## src/sv/bar_pkg.sv

```systemverilog
// Shared types, constants and config register codes for the button
// auto-repeat block. No dependencies.
`default_nettype none

package bar_pkg;

  // Field geometry fixed by the item format
  localparam int FIELD_PLAYERS = 2;
  localparam int FIELD_BUTTONS = 12;
  localparam int STAMP_W       = 32;
  localparam int CFG_W         = 8;
  localparam int CFG_IDX_W     = 1;

  // Defaults for the top-level parameters
  localparam int NUM_PLAYERS = 2;
  localparam int NUM_BUTTONS = 12;

  // Repeat behavior
  localparam int NUM_REPEAT       = 6;
  localparam int DEFAULT_DELAY    = 15;
  localparam int DEFAULT_INTERVAL = 4;

  typedef logic [FIELD_BUTTONS-1:0] mask_t;
  typedef logic [STAMP_W-1:0]       stamp_t;
  typedef logic [CFG_W-1:0]         cfg_t;

  // Stamp codes: zero is idle, all ones means held since reset
  localparam stamp_t STAMP_IDLE   = '0;
  localparam stamp_t STAMP_IGNORE = '1;
  localparam cfg_t   DELAY_OFF    = 8'hFF;

  // Config register indexes
  typedef enum logic [CFG_IDX_W-1:0] {
    REG_REPEAT_DELAY    = 1'b0,
    REG_REPEAT_INTERVAL = 1'b1
  } cfg_reg_t;

  // One button entry handed from the sequencer to the update engine
  typedef struct packed {
    logic   vld;
    logic   first;
    logic   last;
    logic   held;
    logic   latched;
    logic   player;
    stamp_t frame;
  } issue_t;

  // Result of the entry in the update stage
  typedef struct packed {
    logic  done;
    mask_t pressed0;
    mask_t pressed1;
  } res_t;

endpackage

`default_nettype wire

```

## src/sv/bar_in_if.sv

```systemverilog
// Input item channel: per-player held and latched masks plus frame number.
// Depends on bar_pkg.
`default_nettype none

interface bar_in_if;
  logic           valid;
  logic           ready;
  bar_pkg::mask_t held_player0;
  bar_pkg::mask_t held_player1;
  bar_pkg::mask_t latched_player0;
  bar_pkg::mask_t latched_player1;
  bar_pkg::stamp_t frame_number;

  modport source (output valid, held_player0, held_player1, latched_player0,
                  latched_player1, frame_number, input ready);
  modport sink   (input valid, held_player0, held_player1, latched_player0,
                  latched_player1, frame_number, output ready);
endinterface

`default_nettype wire

```

## src/sv/bar_out_if.sv

```systemverilog
// Result item channel: per-player pressed masks.
// Depends on bar_pkg.
`default_nettype none

interface bar_out_if;
  logic           valid;
  logic           ready;
  bar_pkg::mask_t pressed_player0;
  bar_pkg::mask_t pressed_player1;

  modport source (output valid, pressed_player0, pressed_player1, input ready);
  modport sink   (input valid, pressed_player0, pressed_player1, output ready);
endinterface

`default_nettype wire

```

## src/sv/button_auto_repeat_top.sv

```systemverilog
// Button auto-repeat top level: config registers, sequencer, stamp engine
// and output register. Depends on bar_pkg, bar_in_if, bar_out_if,
// bar_seq, bar_engine.
//
// Usage:
//   in_item carries, once per frame, each player's held and latched button
//   masks and the frame number. out_item returns one item per input item:
//   the buttons that report a press or a repeat this frame.
//   Each item walks all stamp entries (players x buttons, 24 by default)
//   one per cycle while the pipeline advances; the stamp memory reads one
//   entry and writes back the previous one in the same cycle. The next item is
//   taken on the cycle of the last entry.
//   The finished result sits in an output register while the next item is
//   swept. If the receiver stalls, the sweep runs up to its last entry and
//   then holds until the output register frees.
//   Reset (rst, synchronous) clears the config registers to 0 and marks
//   every stamp entry as held since reset; no clearing pass is needed.
//   Config writes (cfg_we, cfg_index, cfg_data) must be made while idle;
//   the block itself does not enforce this.
`default_nettype none

module button_auto_repeat_top #(
  parameter int NUM_PLAYERS = bar_pkg::NUM_PLAYERS,
  parameter int NUM_BUTTONS = bar_pkg::NUM_BUTTONS
) (
  input  wire logic                          clk,
  input  wire logic                          rst,
  bar_in_if.sink                             in_item,
  bar_out_if.source                          out_item,
  input  wire logic                          cfg_we,
  input  wire logic [bar_pkg::CFG_IDX_W-1:0] cfg_index,
  input  wire bar_pkg::cfg_t                 cfg_data
);

  localparam int EP     = (NUM_PLAYERS < bar_pkg::FIELD_PLAYERS) ?
                          NUM_PLAYERS : bar_pkg::FIELD_PLAYERS;
  localparam int N      = EP * NUM_BUTTONS;
  localparam int ADDR_W = (N > 1) ? $clog2(N) : 1;
  localparam int BTN_W  = (NUM_BUTTONS > 1) ? $clog2(NUM_BUTTONS) : 1;

  bar_pkg::cfg_t     repeat_delay;
  bar_pkg::cfg_t     repeat_interval;
  bar_pkg::cfg_t     eff_delay;
  bar_pkg::cfg_t     eff_interval;

  logic              advance;
  bar_pkg::issue_t   issue;
  logic [ADDR_W-1:0] issue_addr;
  logic [BTN_W-1:0]  issue_button;
  bar_pkg::res_t     res;

  logic              out_valid;
  bar_pkg::mask_t    pressed0;
  bar_pkg::mask_t    pressed1;

  // Config register writes
  always_ff @(posedge clk) begin
    if (rst) begin
      repeat_delay    <= '0;
      repeat_interval <= '0;
    end else if (cfg_we) begin
      unique case (bar_pkg::cfg_reg_t'(cfg_index))
        bar_pkg::REG_REPEAT_DELAY:    repeat_delay    <= cfg_data;
        bar_pkg::REG_REPEAT_INTERVAL: repeat_interval <= cfg_data;
        default: ;
      endcase
    end
  end

  // Zero selects the default
  assign eff_delay    = (repeat_delay == '0) ?
                        bar_pkg::CFG_W'(bar_pkg::DEFAULT_DELAY) : repeat_delay;
  assign eff_interval = (repeat_interval == '0) ?
                        bar_pkg::CFG_W'(bar_pkg::DEFAULT_INTERVAL) : repeat_interval;

  // Pipeline holds only when a finished item meets a full output register
  assign advance = !(res.done && out_valid && !out_item.ready);

  bar_seq #(
    .NUM_PLAYERS (NUM_PLAYERS),
    .NUM_BUTTONS (NUM_BUTTONS)
  ) u_seq (
    .clk          (clk),
    .rst          (rst),
    .in_item      (in_item),
    .advance      (advance),
    .issue        (issue),
    .issue_addr   (issue_addr),
    .issue_button (issue_button)
  );

  bar_engine #(
    .NUM_PLAYERS (NUM_PLAYERS),
    .NUM_BUTTONS (NUM_BUTTONS)
  ) u_engine (
    .clk          (clk),
    .rst          (rst),
    .advance      (advance),
    .issue        (issue),
    .issue_addr   (issue_addr),
    .issue_button (issue_button),
    .delay        (eff_delay),
    .interval     (eff_interval),
    .res          (res)
  );

  // Output register
  always_ff @(posedge clk) begin
    if (rst) begin
      out_valid <= 1'b0;
    end else if (advance && res.done) begin
      out_valid <= 1'b1;
    end else if (out_item.ready) begin
      out_valid <= 1'b0;
    end
  end

  always_ff @(posedge clk) begin
    if (advance && res.done) begin
      pressed0 <= res.pressed0;
      pressed1 <= res.pressed1;
    end
  end

  assign out_item.valid           = out_valid;
  assign out_item.pressed_player0 = pressed0;
  assign out_item.pressed_player1 = pressed1;

  // Input is taken only while the pipeline moves
  a_accept_moves: assert property (@(posedge clk) disable iff (rst)
    in_item.valid && in_item.ready |-> advance)
    else $error("item accepted during a stall");

  // A stalled finished item is never dropped
  a_done_held: assert property (@(posedge clk) disable iff (rst)
    res.done && !advance |=> res.done)
    else $error("finished item lost while output was full");

  // Output loads only from a finished item
  a_out_source: assert property (@(posedge clk) disable iff (rst)
    !out_valid ##1 out_valid |-> $past(res.done))
    else $error("output became valid without a finished item");

endmodule

`default_nettype wire

```

## src/sv/bar_seq.sv

```systemverilog
// Input capture and entry sequencer: walks every (player, button) entry
// of an accepted item, one per cycle while advance is high. Depends on bar_pkg, bar_in_if.
`default_nettype none

module bar_seq #(
  parameter  int NUM_PLAYERS = bar_pkg::NUM_PLAYERS,
  parameter  int NUM_BUTTONS = bar_pkg::NUM_BUTTONS,
  localparam int EP          = (NUM_PLAYERS < bar_pkg::FIELD_PLAYERS) ?
                               NUM_PLAYERS : bar_pkg::FIELD_PLAYERS,
  localparam int N           = EP * NUM_BUTTONS,
  localparam int ADDR_W      = (N > 1) ? $clog2(N) : 1,
  localparam int BTN_W       = (NUM_BUTTONS > 1) ? $clog2(NUM_BUTTONS) : 1,
  localparam int NB_IN       = (NUM_BUTTONS < bar_pkg::FIELD_BUTTONS) ?
                               NUM_BUTTONS : bar_pkg::FIELD_BUTTONS
) (
  input  wire logic                   clk,
  input  wire logic                   rst,
  bar_in_if.sink                      in_item,
  input  wire logic                   advance,
  output bar_pkg::issue_t             issue,
  output logic [ADDR_W-1:0]           issue_addr,
  output logic [BTN_W-1:0]            issue_button
);

  logic              busy;
  logic [ADDR_W-1:0] addr;
  logic [BTN_W-1:0]  button;
  logic              player;
  bar_pkg::mask_t    held_r    [bar_pkg::FIELD_PLAYERS];
  bar_pkg::mask_t    latched_r [bar_pkg::FIELD_PLAYERS];
  bar_pkg::stamp_t   frame_r;

  logic last_entry;
  logic accept;
  logic held_bit;
  logic latched_bit;

  assign last_entry    = (addr == ADDR_W'(N - 1));
  assign in_item.ready = advance && (!busy || last_entry);
  assign accept        = in_item.valid && in_item.ready;

  // Busy flag: set on accept, cleared after the last entry goes out
  always_ff @(posedge clk) begin
    if (rst) begin
      busy <= 1'b0;
    end else if (accept) begin
      busy <= 1'b1;
    end else if (advance && busy && last_entry) begin
      busy <= 1'b0;
    end
  end

  // Entry counters and item capture
  always_ff @(posedge clk) begin
    if (accept) begin
      addr         <= '0;
      button       <= '0;
      player       <= 1'b0;
      held_r[0]    <= in_item.held_player0;
      held_r[1]    <= in_item.held_player1;
      latched_r[0] <= in_item.latched_player0;
      latched_r[1] <= in_item.latched_player1;
      frame_r      <= in_item.frame_number;
    end else if (advance && busy) begin
      addr <= addr + 1'b1;
      if (button == BTN_W'(NUM_BUTTONS - 1)) begin
        button <= '0;
        player <= ~player;
      end else begin
        button <= button + 1'b1;
      end
    end
  end

  // Pick this entry's held and latched bits; buttons past the field are 0
  always_comb begin
    held_bit    = 1'b0;
    latched_bit = 1'b0;
    for (int i = 0; i < NB_IN; i++) begin
      if (button == BTN_W'(i)) begin
        held_bit    = held_r[player][i];
        latched_bit = latched_r[player][i];
      end
    end
  end

  always_comb begin
    issue.vld     = busy;
    issue.first   = (addr == '0);
    issue.last    = last_entry;
    issue.held    = held_bit;
    issue.latched = latched_bit;
    issue.player  = player;
    issue.frame   = frame_r;
    issue_addr    = addr;
    issue_button  = button;
  end

endmodule

`default_nettype wire

```

## src/sv/bar_engine.sv

```systemverilog
// Stamp memory with read-modify-write update: per entry a repeat flag and
// a frame stamp, one entry per cycle while advance is high. Depends on bar_pkg.
`default_nettype none

module bar_engine #(
  parameter  int NUM_PLAYERS = bar_pkg::NUM_PLAYERS,
  parameter  int NUM_BUTTONS = bar_pkg::NUM_BUTTONS,
  localparam int EP          = (NUM_PLAYERS < bar_pkg::FIELD_PLAYERS) ?
                               NUM_PLAYERS : bar_pkg::FIELD_PLAYERS,
  localparam int N           = EP * NUM_BUTTONS,
  localparam int ADDR_W      = (N > 1) ? $clog2(N) : 1,
  localparam int BTN_W       = (NUM_BUTTONS > 1) ? $clog2(NUM_BUTTONS) : 1,
  localparam int WORD_W      = bar_pkg::STAMP_W + 1
) (
  input  wire logic                   clk,
  input  wire logic                   rst,
  input  wire logic                   advance,
  input  wire bar_pkg::issue_t        issue,
  input  wire logic [ADDR_W-1:0]      issue_addr,
  input  wire logic [BTN_W-1:0]       issue_button,
  input  wire bar_pkg::cfg_t          delay,
  input  wire bar_pkg::cfg_t          interval,
  output bar_pkg::res_t               res
);

  // Entry word: {repeat flag, stamp}
  logic [WORD_W-1:0] mem [N];
  logic [N-1:0]      ent_valid;

  // Update stage registers
  logic              b_valid;
  logic              b_first;
  logic              b_last;
  logic              b_held;
  logic              b_latched;
  logic              b_player;
  bar_pkg::stamp_t   b_frame;
  logic [ADDR_W-1:0] b_addr;
  logic [BTN_W-1:0]  b_button;
  logic              b_ent_valid;
  logic [WORD_W-1:0] b_rd;

  bar_pkg::mask_t    acc [bar_pkg::FIELD_PLAYERS];
  bar_pkg::mask_t    acc_next [bar_pkg::FIELD_PLAYERS];

  logic              wr_en;
  logic [WORD_W-1:0] wr_data;
  logic              fwd;
  bar_pkg::stamp_t   cur_stamp;
  logic              cur_flag;
  bar_pkg::stamp_t   new_stamp;
  logic              new_flag;
  bar_pkg::stamp_t   elapsed;
  logic              fire;
  logic              can_repeat;
  bar_pkg::mask_t    fire_mask;

  assign wr_en = b_valid && advance;
  assign fwd   = wr_en && (b_addr == issue_addr);

  // Memory write and registered read, with write-to-read forwarding
  always_ff @(posedge clk) begin
    if (wr_en) begin
      mem[b_addr] <= wr_data;
    end
    if (advance) begin
      b_rd <= fwd ? wr_data : mem[issue_addr];
    end
  end

  // Entry valid bits: an entry never written reads as its reset value
  always_ff @(posedge clk) begin
    if (rst) begin
      ent_valid <= '0;
    end else if (wr_en) begin
      ent_valid[b_addr] <= 1'b1;
    end
  end

  // Update stage control
  always_ff @(posedge clk) begin
    if (rst) begin
      b_valid <= 1'b0;
    end else if (advance) begin
      b_valid <= issue.vld;
    end
  end

  // Update stage payload
  always_ff @(posedge clk) begin
    if (advance) begin
      b_first     <= issue.first;
      b_last      <= issue.last;
      b_held      <= issue.held;
      b_latched   <= issue.latched;
      b_player    <= issue.player;
      b_frame     <= issue.frame;
      b_addr      <= issue_addr;
      b_button    <= issue_button;
      b_ent_valid <= fwd || ent_valid[issue_addr];
    end
  end

  // Current entry; reset value is the ignore stamp, flag set on button 0
  always_comb begin
    cur_stamp = b_ent_valid ? b_rd[bar_pkg::STAMP_W-1:0] : bar_pkg::STAMP_IGNORE;
    cur_flag  = b_ent_valid ? b_rd[WORD_W-1] : (b_button == '0);
  end

  // Press / repeat decision
  always_comb begin
    elapsed    = b_frame - cur_stamp;
    can_repeat = (32'(b_button) < bar_pkg::NUM_REPEAT);
    new_stamp  = cur_stamp;
    new_flag   = cur_flag;
    fire       = 1'b0;
    if (b_held) begin
      if (cur_stamp == bar_pkg::STAMP_IGNORE) begin
        // held since reset: silent
      end else if (cur_stamp == bar_pkg::STAMP_IDLE) begin
        new_stamp = b_frame;
        fire      = 1'b1;
      end else if (can_repeat) begin
        if ((delay != bar_pkg::DELAY_OFF) && !cur_flag &&
            (elapsed >= bar_pkg::STAMP_W'(delay))) begin
          new_stamp = b_frame;
          new_flag  = 1'b1;
          fire      = 1'b1;
        end else if (cur_flag && (elapsed >= bar_pkg::STAMP_W'(interval))) begin
          new_stamp = b_frame;
          fire      = 1'b1;
        end
      end
    end else begin
      fire = b_latched && (cur_stamp == bar_pkg::STAMP_IDLE);
      if (cur_stamp != bar_pkg::STAMP_IDLE) begin
        new_stamp = bar_pkg::STAMP_IDLE;
        new_flag  = 1'b0;
      end
    end
    wr_data = {new_flag, new_stamp};
  end

  // Merge the fired bit into this item's per-player masks
  always_comb begin
    fire_mask = '0;
    for (int i = 0; i < bar_pkg::FIELD_BUTTONS; i++) begin
      if (i < NUM_BUTTONS) begin
        fire_mask[i] = fire && (b_button == BTN_W'(i));
      end
    end
    for (int p = 0; p < bar_pkg::FIELD_PLAYERS; p++) begin
      acc_next[p] = b_first ? '0 : acc[p];
      if (b_player == p[0]) begin
        acc_next[p] = acc_next[p] | fire_mask;
      end
    end
  end

  always_ff @(posedge clk) begin
    if (wr_en) begin
      acc <= acc_next;
    end
  end

  always_comb begin
    res.done     = b_valid && b_last;
    res.pressed0 = acc_next[0];
    res.pressed1 = acc_next[1];
  end

  // A stalled update stage keeps its entry
  a_stall_hold: assert property (@(posedge clk) disable iff (rst)
    b_valid && !advance |=> b_valid && $stable(b_addr))
    else $error("update stage lost its entry during a stall");

  // The last entry of an item is the top address
  a_last_addr: assert property (@(posedge clk) disable iff (rst)
    b_valid && b_last |-> b_addr == ADDR_W'(N - 1))
    else $error("item ended at the wrong entry");

  // Each item starts at entry zero
  a_first_addr: assert property (@(posedge clk) disable iff (rst)
    b_valid && b_first |-> b_addr == '0)
    else $error("item started at a nonzero entry");

endmodule

`default_nettype wire
```

## src/flat_wrapper.sv

```systemverilog
// flat-port wrapper written by rule: the top's interface ports become plain ports
module button_auto_repeat_top_flat 
#(
  parameter int NUM_PLAYERS = bar_pkg::NUM_PLAYERS,
  parameter int NUM_BUTTONS = bar_pkg::NUM_BUTTONS
)
  (clk, rst, cfg_we, cfg_index, cfg_data, in_item_valid, in_item_held_player0, in_item_held_player1, in_item_latched_player0, in_item_latched_player1, in_item_frame_number, in_item_ready, out_item_valid, out_item_pressed_player0, out_item_pressed_player1, out_item_ready);
  bar_in_if in_item_i ();
  bar_out_if out_item_i ();
  input  wire logic clk;
  input  wire logic rst;
  input  wire logic cfg_we;
  input  wire logic [bar_pkg::CFG_IDX_W-1:0] cfg_index;
  input  wire bar_pkg::cfg_t cfg_data;
  input wire logic [$bits(in_item_i.valid)-1:0] in_item_valid;
  input wire logic [$bits(in_item_i.held_player0)-1:0] in_item_held_player0;
  input wire logic [$bits(in_item_i.held_player1)-1:0] in_item_held_player1;
  input wire logic [$bits(in_item_i.latched_player0)-1:0] in_item_latched_player0;
  input wire logic [$bits(in_item_i.latched_player1)-1:0] in_item_latched_player1;
  input wire logic [$bits(in_item_i.frame_number)-1:0] in_item_frame_number;
  output wire logic [$bits(in_item_i.ready)-1:0] in_item_ready;
  output wire logic [$bits(out_item_i.valid)-1:0] out_item_valid;
  output wire logic [$bits(out_item_i.pressed_player0)-1:0] out_item_pressed_player0;
  output wire logic [$bits(out_item_i.pressed_player1)-1:0] out_item_pressed_player1;
  input wire logic [$bits(out_item_i.ready)-1:0] out_item_ready;
  assign in_item_i.valid = in_item_valid;
  assign in_item_i.held_player0 = in_item_held_player0;
  assign in_item_i.held_player1 = in_item_held_player1;
  assign in_item_i.latched_player0 = in_item_latched_player0;
  assign in_item_i.latched_player1 = in_item_latched_player1;
  assign in_item_i.frame_number = in_item_frame_number;
  assign in_item_ready = in_item_i.ready;
  assign out_item_valid = out_item_i.valid;
  assign out_item_pressed_player0 = out_item_i.pressed_player0;
  assign out_item_pressed_player1 = out_item_i.pressed_player1;
  assign out_item_i.ready = out_item_ready;
  button_auto_repeat_top #(.NUM_PLAYERS(NUM_PLAYERS), .NUM_BUTTONS(NUM_BUTTONS)) u_core (.clk(clk), .rst(rst), .in_item(in_item_i), .out_item(out_item_i), .cfg_we(cfg_we), .cfg_index(cfg_index), .cfg_data(cfg_data));
endmodule
```

## config.mk

```make
export PLATFORM = sky130hd
export DESIGN_NAME = button_auto_repeat_top_flat
export DESIGN_NICKNAME = d
export VERILOG_FILES = /design/src/sv/bar_pkg.sv /design/src/sv/bar_in_if.sv /design/src/sv/bar_out_if.sv /design/src/sv/button_auto_repeat_top.sv /design/src/sv/bar_seq.sv /design/src/sv/bar_engine.sv /design/src/flat_wrapper.sv
export SDC_FILE = /design/constraint.sdc
export NUM_CORES = 1
export LEC_CHECK = 0
export ABC_AREA = 0
export BUFFER_PORTS_ARGS = -buffer_cell sky130_fd_sc_hd__buf_2
export CAP_MARGIN = 30
export CORE_MARGIN = 1
export CORE_UTILIZATION = 40
export CTS_BUF_LIST = sky130_fd_sc_hd__clkbuf_2 sky130_fd_sc_hd__clkbuf_4 sky130_fd_sc_hd__clkbuf_8
export CTS_CLUSTER_DIAMETER = 150
export DETAILED_ROUTE_END_ITERATION = 6
export SLEW_MARGIN = 20
export SYNTH_ARGS = -nofsm -noshare
export SYNTH_HDL_FRONTEND = slang
export SYNTH_SLANG_ARGS = --single-unit
```

## constraint.sdc

```tcl
create_clock -name clk -period 19.39 [get_ports clk]
set_clock_uncertainty 0.05 [all_clocks]
set_input_delay 3.878 -clock clk [delete_from_list [all_inputs] [get_ports clk]]
set_output_delay 3.878 -clock clk [all_outputs]
set_load 0.1 [all_outputs]
```

# Word level (Yosys, flattened, before mapping)
# Memories as Yosys holds them, arrays and structs flattened. A register that Yosys moved wholly into a read port is not among the register bits.
# Index checks and enable logic that the tools add are counted.
[word_totals] reg_bits=180 ramBits=840 in_bits=94 elab_cells=180 memories=3
[classes] addsub=3 magnitude_cmp=6 n_eq_ne=26 n_mux=68 bitwise_logic=5 n_reduce_logical=46
[memory_table] memory="u_core.u_engine.mem" depth=24 width=33 rd=1 rd_clocked_by_memory_dff=1 write_ports=1 line="bar_engine.sv:27" text="logic [WORD_W-1:0] mem [N];"
[memory_table] memory="u_core.u_seq.held_r" depth=2 width=12 rd=1 rd_clocked_by_memory_dff=1 write_ports=2 line="bar_seq.sv:29" text="bar_pkg::mask_t held_r [bar_pkg::FIELD_PLAYERS];"
[memory_table] memory="u_core.u_seq.latched_r" depth=2 width=12 rd=1 rd_clocked_by_memory_dff=1 write_ports=2 line="bar_seq.sv:30" text="bar_pkg::mask_t latched_r [bar_pkg::FIELD_PLAYERS];"
[ops] operator="two-way mux 32 bit" count=8
[ops] operator="greater-or-equal comparator 32 x 8 -> 1 bit" count=2
[ops] operator="two-way mux 1 bit" count=51
[ops] operator="two-way mux 12 bit" count=4
[ops] operator="equality test 32 bit, second input constant" count=1
[ops] operator="equality test 4 x 3 -> 1 bit, second input constant" count=8
[ops] operator="equality test 4 bit, second input constant" count=8
[ops] operator="logical NOT 32 bit" count=1
[ops] operator="nonzero test 32 bit" count=1
[ops] operator="subtractor 32 bit" count=1
[ops] operator="logical AND 1 bit" count=27
[ops] operator="bitwise OR 12 bit" count=2
[ops] operator="bitwise OR 24 bit" count=1
[ops] operator="equality test 4 x 2 -> 1 bit, second input constant" count=4
[ops] operator="logical NOT 8 bit" count=2
[ops] operator="two-way mux 8 bit" count=2
[ops] operator="less-than comparator 5 x 6 -> 1 bit, second input constant" count=2
[ops] operator="equality test 4 x 1 -> 1 bit, second input constant" count=2
[ops] operator="logical NOT 4 bit" count=2
[ops] operator="inequality test 8 bit, second input constant" count=1
[ops] operator="AND reduction 2 bit" count=3
[ops] operator="adder 5 x 1 -> 5 bit, second input constant" count=1
[ops] operator="binary-select mux 1 bit (select 5 bit)" count=1
[ops] operator="demux 1 bit (select 5 bit)" count=1
[ops] operator="other kinds (11)" count=18

# Longest topological paths before layout
# Gate-level depths: netlist of run 1.
[depth] ltp_word=13 depth_mapped=23 depth_no_buf=18

# Modules after synthesis
# From an unflattened synthesis of run 1, not the netlist that was laid out.
[unflattened] cells_unflattened=2721 hier_area_um2=45458.6
[modules_own_cells] module="bar_engine" n_inst=1 cells_each=2371 area_per_inst_um2=40336.2 seq_area_each_um2=27406.3
[modules_own_cells] module="bar_seq" n_inst=1 cells_each=233 area_per_inst_um2=3644.7 seq_area_each_um2=2642.5
[modules_own_cells] module="button_auto_repeat_top" n_inst=1 cells_each=117 area_per_inst_um2=1477.7 seq_area_each_um2=1061.0

# Worst setup path before layout of run 1
# OpenSTA, ideal clock, no wires.
[synth_timing] path_type="input -> output" start="in out_item_ready" end="out in_item_ready" arrival_time_ps=5559 slack_ps=9903 path_stages=3 n_path_buf=0 path_cell_list="nand2b_1 -> nor2_1 -> a21oi_1"
[synth_via] elab_chain_cells=4
[synth_rtl] item="start, declared" line="flat_wrapper.sv:25" text="input wire logic [$bits(out_item_i.ready)-1:0] out_item_ready;"
[synth_rtl] item="logical NOT 1 bit" line="button_auto_repeat_top.sv:77" text="assign advance = !(res.done && out_valid && !out_item.ready);"
[synth_rtl] item="logical AND 1 bit" line="button_auto_repeat_top.sv:77"
[synth_rtl] item="logical NOT 1 bit" line="button_auto_repeat_top.sv:77"
[synth_rtl] item="logical AND 1 bit" line="bar_seq.sv:39" text="assign in_item.ready = advance && (!busy || last_entry);"
[synth_rtl] item="end, declared" line="flat_wrapper.sv:21" text="output wire logic [$bits(in_item_i.ready)-1:0] in_item_ready;"
# Every way passes these cells.

# Worst setup path after layout of run 1
# Same ends and word-level chain as after synthesis.

==> results of run 1 <==
## where the power goes
part           switching [mW]  internal (mW)  leakage, nW
logic                   0.819          0.460         4.83
registers              0.0998           2.79         9.74
clock network           0.907           1.00         1.78
## metrics by stage
stage / cells / hold slack, ns / util (%)
3_3_place_gp: 4112 / 0.3523 / 42.74
2_1_floorplan: 2607 / 0.3503 / -
6_report: 4450 / 0.3586 / 46.29
5_1_grt: 4450 / 0.3639 / 46.29
3_5_place_dp: 4129 / 0.3545 / 43.04
4_1_cts: 4433 / 0.3573 / 46.10
## worst max-delay path by stage
stage | start | end | slack, ns | depth (start not counted)
after floorplan | out_item_ready | in_item_ready | 9.90 | 3
after global placement | out_item_ready | in_item_ready | 10.54 | 5
after detailed placement | out_item_ready | in_item_ready | 10.56 | 5
after CTS | out_item_ready | in_item_ready | 10.55 | 5
after global routing | out_item_ready | in_item_ready | 10.49 | 5
final | out_item_ready | in_item_ready | 10.58 | 5
## cell type report
class	instances	area [um^2]	share of cell area [%]
Antenna cell	1	2.502	0.004885
Clock buffer	220	2753	5.373
Clock inverter	84	636.9	1.243
Sequential cell	1054	31120	60.76
Tap cell	1488	1862	3.634
Multi-Input combinational cell	1333	13060	25.49
Inverter	61	231.5	0.4518
Timing Repair Buffer	209	1562	3.048
## flip-flops by register name, indices dropped and copies added, names as in the netlist, 24 cells and up, named ones only
signal,cells
u_core.u_engine.b_rd,33
u_core.u_seq.latched_r,24
u_core.u_seq.held_r,24
u_core.u_seq.frame_r,32
u_core.u_engine.mem,792
u_core.u_engine.b_frame,32
u_core.u_engine.acc,24
u_core.u_engine.ent_valid,24
## layout by cell type (no fill, tap or decap), types with 28 or more instances in the layout
master / n
clkinv_1: 47
o211ai_1: 66
mux2i_1: 55
clkbuf_4: 44
nand4_1: 33
inv_1: 58
edfxtp_1: 1000
o2111ai_1: 28
mux4_2: 240
nand2_1: 114
dfxtp_1: 49
ha_1: 43
a21oi_1: 77
clkbuf_8: 176
a211oi_1: 48
buf_4: 58
nand2b_1: 29
o21ai_0: 60
buf_2: 119
nor2_1: 122
## per-layer routing
layer | global-route usage (%) | up-vias | part of all wire (%)
met3 | 3.397 | 177 | 5.4
met2 | 30.99 | 875 | 49
met1 | 26.21 | 13060 | 43
met5 | 0 | - | 0
li1 | - | 11070 | -
met4 | 6.616 | 0 | 2.6
## cells by family after synthesis
kind of cell / after synthesis / share of synthesized area [%]
DFF: 1054 / 69.63
and+or+nand+nor: 501 / 5.682
AOI/OAI and AO/OA: 459 / 7.359
muxes: 302 / 13.51
buffers and inverters: 220 / 2.069
adders and majority gates: 45 / 1.249
xor gates and xnor gates: 26 / 0.5097
## critical path, stage by stage
cell      delay, ns
buf_2          0.11
nand2b_1       0.16
nor2_1         0.30
a21oi_1        0.11
buf_2          0.32
==> flow_summary.ini, run 1 <==
[outcome]
status = finished, final reports clean

[routing]
viasPerCell = 5.658
drt_iter0_drc = 2582
post_drt_wl_per_cell_um = 24.45
dr.pass1.iters = 6
route.detailed.drc = 0
ant_nets = 0
num_vias = 25180
routed_wl_um = 108800

[placement]
hpwl_um = 68180
place_area_mm2 = 0.04763
place_ws_ns = 10.56
port_buffers = 119
place_congestion = 0.8904

[clocking]
worstSkewPairLatency_ns = 0.86
h-tree-depth = 4
cts_sinks = 1054
cts.path.max_buffers = 3
hold_buffers = 0
path_clk_slew_ns = 0.06
ctsResizeCount = 0
numCtsBuffers = 167
post_cts_buffers = 0
clockRootBuffer = clkbuf_8
cts_tree = built

[yosys]
syn_area_per_cell_um2 = 17.14
yosysSeqAreaShare_pct = 69.63
synth_edf_count = 1000
synth_top_area_share_pct = 67.21
synth_seq_cells = 1054
yosysWarnings = 0
synth-async-reset-ratio_pct = 0
synthesis.area_mm2 = 0.04468
synth_common_cells = edfxtp_1 (1000), mux4_2 (240), nor2_1 (150)
synth_cell_types = 79
synth_area_leaders = edfxtp_1 (67%), mux4_2 (12%), dfxtp_1 (2.4%)
yosysMostFrequentCell = edfxtp_1
syn_nets = 2744
synthCells = 2607
synthFlopType = edfxtp_1
yosysTopAreaCell = edfxtp_1

[pwr]
power_density_mw_per_mm2 = 118.5
leakagePower_nw = 16.35
finalPower_mw = 6.072
ir_worst_vdd_mv = 0.07082

[timing]
rsz0062_at_grt = no
finalWorstSetupSlack_ns = 10.58
slew_violations = 0
setup_viol = 0
post-route-min-period_ns = 8.810
fmax_ghz = 0.1135
setup_tns_ns = 0
period_share_pct = 45.44
relSlewSlack_pct = 24.14
tightestPinTransition_ns = 1.138
finalHoldViolations = 0

[setup_path]
regToRegEndpoint = u_core.u_engine.mem[4][8]
rr_worst_depth = 17
worst_setup_path_start_kind = primary input
cp_max_fo = 4
critPathArrivalTime_ns = 4.88
crit_path_end_kind = output port
worstSetupPathType = in2out
worstReg2RegStart = u_core.u_engine.b_ent_valid
r2r_slack_ns = 12.35
required_ns = 15.46

[floorplan]
io_pins = 120
core_mm2 = 0.1107
die_area_mm2 = 0.1130
die_h_um = 336.2
rows = 122
die_w_um = 336.2
initial_utilization_pct = 40.37

[global_routing]
grt_antenna_before_repair = 2
grt_pass1_vias = 25520
grt_max_degree = 73
gr-total-overflow = 0
grtUsageTotal_pct = 19.20
grt_pass1_wl_um = 162100

[finish]
drive_above_1_share_pct = 27.69
n_fill_cell = 9445
area_growth_pct = 14.65
nets = 2963
postLayoutCellArea_mm2 = 0.05123

[flow_run]
max_cap_viol_count = 0

[min_path]
hold_path_depth = 0
hold_start = u_core.u_seq.frame_r[7]
min_to = u_core.u_engine.b_frame[7]
min_path_type = reg2reg
Note: power is estimated with default switching activity, not from simulation.
==> inputs of run 2 (changes only) <==
Clock period 19.39 ns to 8.5 ns, I/O delays scaled along.
==> run 2 against run 1 <==
Net effect:
- count of clock-buffer cells in the layout rose by 9
- via count rose by 2.1%
- critical endpoint is now u_core.u_engine.mem[21][30]
- first-iteration DRC count rose by 1.6%
- core utilization fell by 0.24 points
- worst setup slack got worse by 8.2 ns
- highest routed layer unchanged
- combinational power rose by 120%
- sequential power rose by 130%
- register-to-register slack got worse by 10 ns
- flip-flop and latch count did not move
- critical path depth rose by 10
==> flow_summary.ini, run 2 (synthesis results as in run 1) <==
[outcome]
status = finished, final reports clean

[setup_path]
path_depth = 15
worst_setup_path_start_kind = register
cp_slowest_cell = a21o_2
required_ns = 8.99
rr_worst_depth = 15
worstSetupPathType = reg2reg
crit_family = compound AO/OA/AOI/OAI gates
critPathArrivalTime_ns = 6.63
path_buf_inv = 3
crit_path_end_kind = register
cp_cell_sequence = inv_1 -> nor2_1 -> ha_1 -> nand2_1 -> o21ai_0 -> nor2_1 -> a211oi_1 -> nand4_1 -> nor4b_1 -> nor4b_1 -> and3_1 -> buf_4 -> a21o_2 -> a211oi_2 -> buf_4
critPathMaxStageDelay_ns = 0.72
cp_max_fo = 40
r2r_slack_ns = 2.37

[global_routing]
gr-total-overflow = 0
grt_antenna_before_repair = 2
grt_pass1_vias = 25890
grtUsageTotal_pct = 20.70
grt_max_degree = 88
grt_pass1_wl_um = 170800

[finish]
ff_latch_area_mm2 = 0.03112
largest_register_ffs = 792
n_fill_cell = 9472
layout_common_cells = edfxtp_1 (1000), mux4_2 (240), clkbuf_8 (170)
layout_commonest_cell = edfxtp_1
area_growth_pct = 14.05
top_register = u_core.u_engine.mem
top_regs = u_core.u_engine.mem: 792 flops, u_core.u_engine.b_rd: 33 flops
multi_input_area_mm2 = 0.01306
nets = 2958
drive_above_1_share_pct = 27.79

[min_path]
min_path_type = reg2reg
hold_path_depth = 0

[timing]
tightestPinTransition_ns = 1.007
slew_violations = 0
relSlewSlack_pct = 32.87
finalHoldViolations = 0
fmax_ghz = 0.1631
worst_hold_slack_ns = 0.3682
period_share_pct = 72.14
rsz0062_at_grt = no
post-route-min-period_ns = 6.132
setup_tns_ns = 0
setup_viol = 0

[routing]
drt_iter0_drc = 2624
dr.pass1.iters = 5
route.detailed.drc = 0
ant_nets = 0
viasPerCell = 5.795
num_vias = 25700
post_drt_wl_per_cell_um = 26.34
routed_wl_um = 116800

[floorplan]
io_pins = 120
die_area_mm2 = 0.1130
die_w_um = 336.2
core_mm2 = 0.1107
die_h_um = 336.2
rows = 122
initial_utilization_pct = 40.37

[clocking]
numCtsBuffers = 165
path_clk_slew_ns = 0.07
worstSkewPairLatency_ns = 0.85
cts_tree = built
clockRootBuffer = clkbuf_8
h-tree-depth = 4
cts_sinks = 1054
ctsResizeCount = 0
cts.path.max_buffers = 3
hold_buffers = 0
post_cts_buffers = 0

[placement]
place_congestion = 0.9466
port_buffers = 119
hpwl_um = 69470

[flow_run]
max_cap_viol_count = 0

[pwr]
ir_worst_vdd_mv = 0.1264
power_density_mw_per_mm2 = 266.2
leakagePower_nw = 16.23
## run 2: cell count changes in the layout (fill, tap and decap cells not counted), moves of 5 or more
cell	delta
clkbuf_8	-6
clkinv_1	-15
inv_16	-5
clkbuf_4	+15
buf_4	+6
clkinv_2	-6
## run 2: final timing paths
check	from	to
setup / recovery	u_core.u_engine.b_ent_valid	u_core.u_engine.mem[21][30]
hold / removal	u_core.u_seq.frame_r[7]	u_core.u_engine.b_frame[7]
setup reg to reg	u_core.u_engine.b_ent_valid	u_core.u_engine.mem[21][30]
hold reg to reg	u_core.u_seq.frame_r[7]	u_core.u_engine.b_frame[7]
## run 2: layer usage
layer | up-vias | wire length [um] | share of wire [%] | GRT usage (%)
met2 | 1116 | 56700 | 49 | 33.56
met5 | - | 0 | 0 | 0
met1 | 13340 | 49260 | 42 | 28.37
li1 | 11050 | - | - | -
met3 | 193 | 8014 | 6.9 | 3.403
met4 | 0 | 2842 | 2.4 | 6.976
## run 2: stage by stage
step                util, %  instances  power (mW)  cell area [um^2]  worst slack [ns]
global route          46.05       4434       14.10             50960             1.953
CTS                   45.92       4423       13.59             50820             2.200
global placement      42.67       4114       9.238             47230             2.305
floorplan                 -       2607       8.414             44680             1.848
detailed placement    43.02       4133       9.419             47610             2.233
finish                46.05       4434       13.56             50960             2.368
## run 2: power by group
part,leakage (nW),internal (mW),switching [mW]
registers,9.74,6.36,0.205
clock network,1.69,2.19,1.98
logic,4.80,1.02,1.80
## run 2: layout make-up
cell class                      count  share of cell area (%)
Multi-Input combinational cell   1333                   25.62
Timing Repair Buffer              206                   2.873
Inverter                           61                  0.4542
Clock inverter                     61                  0.8495
Tap cell                         1488                   3.654
Clock buffer                      229                   5.461
Sequential cell                  1054                   61.08
Antenna cell                        2                0.009821
==> inputs of run 3 (changes only) <==
Settings changed: ABC_AREA 0 to 1.
Clock period 8.5 ns to 6.2 ns, I/O delays scaled along.
==> run 3 against run 2 <==
Net effect:
- die area shrank 0.20%
- fmax grew 19%
- core utilization shrank 0.55 points
- register-to-register slack lost 1.3 ns
- sequential share of layout area grew 0.73 points
- highest routed layer unchanged
- critical path type unchanged
- synthesized area shrank 0.20%
==> flow_summary.ini, run 3 <==
[yosys]
syn_area_per_cell_um2 = 11.53
synth-async-reset-ratio_pct = 0
synthCells = 3867
yosysMostFrequentCell = edfxtp_1
yosysSeqAreaShare_pct = 69.76
synth_cell_types = 49
synthesis.area_mm2 = 0.04459
synth_top_area_share_pct = 67.34
synth_common_cells = edfxtp_1 (1000), nor2_1 (637), nand2_1 (485)
synthFlopType = edfxtp_1
synth_edf_count = 1000
synth_seq_cells = 1054
synth_area_leaders = edfxtp_1 (67%), nor2_1 (5.4%), o21ai_0 (5.3%)
syn_nets = 4004
yosysTopAreaCell = edfxtp_1
yosysWarnings = 0

[finish]
top_regs = u_core.u_engine.mem: 792 flops, u_core.u_engine.b_rd: 33 flops
largest_register_ffs = 792
layout_commonest_cell = edfxtp_1
area_growth_pct = 12.92
fin_cells = 5632
top_register = u_core.u_engine.mem
layout_common_cells = edfxtp_1 (1000), nor2_1 (610), nand2_1 (485)
nets = 4150
drive_above_1_share_pct = 13.28

[setup_path]
required_ns = 6.64
cp_max_fo = 34
worstSetupPathType = reg2reg
crit_path_end_kind = register
critPathArrivalTime_ns = 5.59
worst_setup_path_start_kind = register

[timing]
tightestPinTransition_ns = 1.037
slew_violations = 0
finalHoldViolations = 0
period_share_pct = 83.12
post-route-min-period_ns = 5.154
fmax_ghz = 0.1940
setup_tns_ns = 0
setup_viol = 0
relSlewSlack_pct = 30.84
rsz0062_at_grt = no

[pwr]
power_density_mw_per_mm2 = 355.3
leakagePower_nw = 18.05
ir_worst_vdd_mv = 0.1894
finalPower_mw = 17.89

[routing]
num_vias = 31440
route.detailed.drc = 0
ant_nets = 0
routed_wl_um = 133900
viasPerCell = 5.582
drt_iter0_drc = 4055
dr.pass1.iters = 6
post_drt_wl_per_cell_um = 23.78

[floorplan]
die_h_um = 335.9
die_w_um = 335.9
rows = 122
core_mm2 = 0.1107
die_area_mm2 = 0.1128
io_pins = 120
initial_utilization_pct = 40.29

[clocking]
cts_sinks = 1054
numCtsBuffers = 170
worstSkewPairLatency_ns = 0.85
cts.path.max_buffers = 3
path_clk_slew_ns = 0.06
cts_tree = built
post_cts_buffers = 0
clockRootBuffer = clkbuf_8
h-tree-depth = 4
hold_buffers = 0
ctsResizeCount = 0

[global_routing]
grt_antenna_before_repair = 1
grt_max_degree = 197
grt_pass1_vias = 29880
grt_pass1_wl_um = 194900
grtUsageTotal_pct = 23.41
gr-total-overflow = 0

[placement]
place_congestion = 0.9605
dp_cells = 5328
port_buffers = 119
hpwl_um = 74270

[outcome]
status = finished, final reports clean

[min_path]
min_path_type = reg2reg

[flow_run]
max_cap_viol_count = 0
==> run 3: power breakdown <==
| group | leakage, nW | internal (mW) | switching [mW] |
|---|---|---|---|
| registers | 9.77 | 8.60 | 0.151 |
| logic | 6.53 | 0.818 | 2.39 |
| clock network | 1.75 | 3.13 | 2.81 |
==> run 3: path summary, 6_finish.rpt <==
check	start	end	slack, ns	cells past startpoint
setup / recovery	u_core.u_engine.b_ent_valid	u_core.u_engine.mem[22][21]	1.05	27
hold / removal	u_core.u_seq.frame_r[5]	u_core.u_engine.b_frame[5]	0.37	0
setup reg to reg	u_core.u_engine.b_ent_valid	u_core.u_engine.mem[22][21]	1.05	27
hold reg to reg	u_core.u_seq.frame_r[5]	u_core.u_engine.b_frame[5]	0.37	0
==> run 3: worst max-delay path: stages (launching register included) <==
cell	delay (ns)
edfxtp_1	0.36
inv_2	0.18
nor2_1	0.23
inv_1	0.10
ha_1	0.18
inv_1	0.11
ha_1	0.16
inv_1	0.04
nand2_1	0.08
nand2_1	0.10
a21oi_2	0.25
nand2_1	0.08
nand2_1	0.11
nand2_1	0.10
nand2_1	0.12
nand2_1	0.10
nand3b_1	0.09
nand2_1	0.07
nand3_1	0.13
nor2_1	0.09
nand3_1	0.07
nand2_1	0.09
nand2_2	0.09
nand2_4	0.11
nand2_4	0.39
nand2_4	0.35
nand2_1	0.22
and3_1	0.73
==> run 3: logic make-up after synthesis <==
family / synth area share, %
buf+inv: 3.791
xor+xnor: 0.2946
compound gates: 10.89
flops: 69.76
simple gates: 14.05
fa+ha+maj: 1.207
==> run 3: layer usage <==
| layer | vias to the layer above | track usage [%] | part of all wire [%] |
|---|---|---|---|
| li1 | 14270 | - | - |
| met1 | 15370 | 32.82 | 42 |
| met3 | 281 | 4.135 | 9.1 |
| met2 | 1520 | 36.15 | 45 |
| met5 | - | 0 | 0 |
| met4 | 0 | 9.210 | 3.4 |
==> run 3: layout make-up <==
cell class	instances	area, um^2
fill	10130	60310
sequential	1054	31120
multi-input combinational	2382	12010
clock buffer	240	2909
tap	1488	1862
timing repair buffer	185	1202
inverter	220	840.8
clock inverter	62	407.9
antenna	1	2.502
==> run 3: through the flow <==
step	utilization, %	setup WS (ns)	hold WS, ns	area [um^2]
global route	45.50	0.6270	0.3607	50360
floorplan	-	0.08563	0.3503	44590
global placement	42.44	1.236	0.3510	46970
detailed placement	42.49	1.201	0.3557	47020
CTS	45.49	1.028	0.3590	50340
finish	45.50	1.046	0.3664	50360
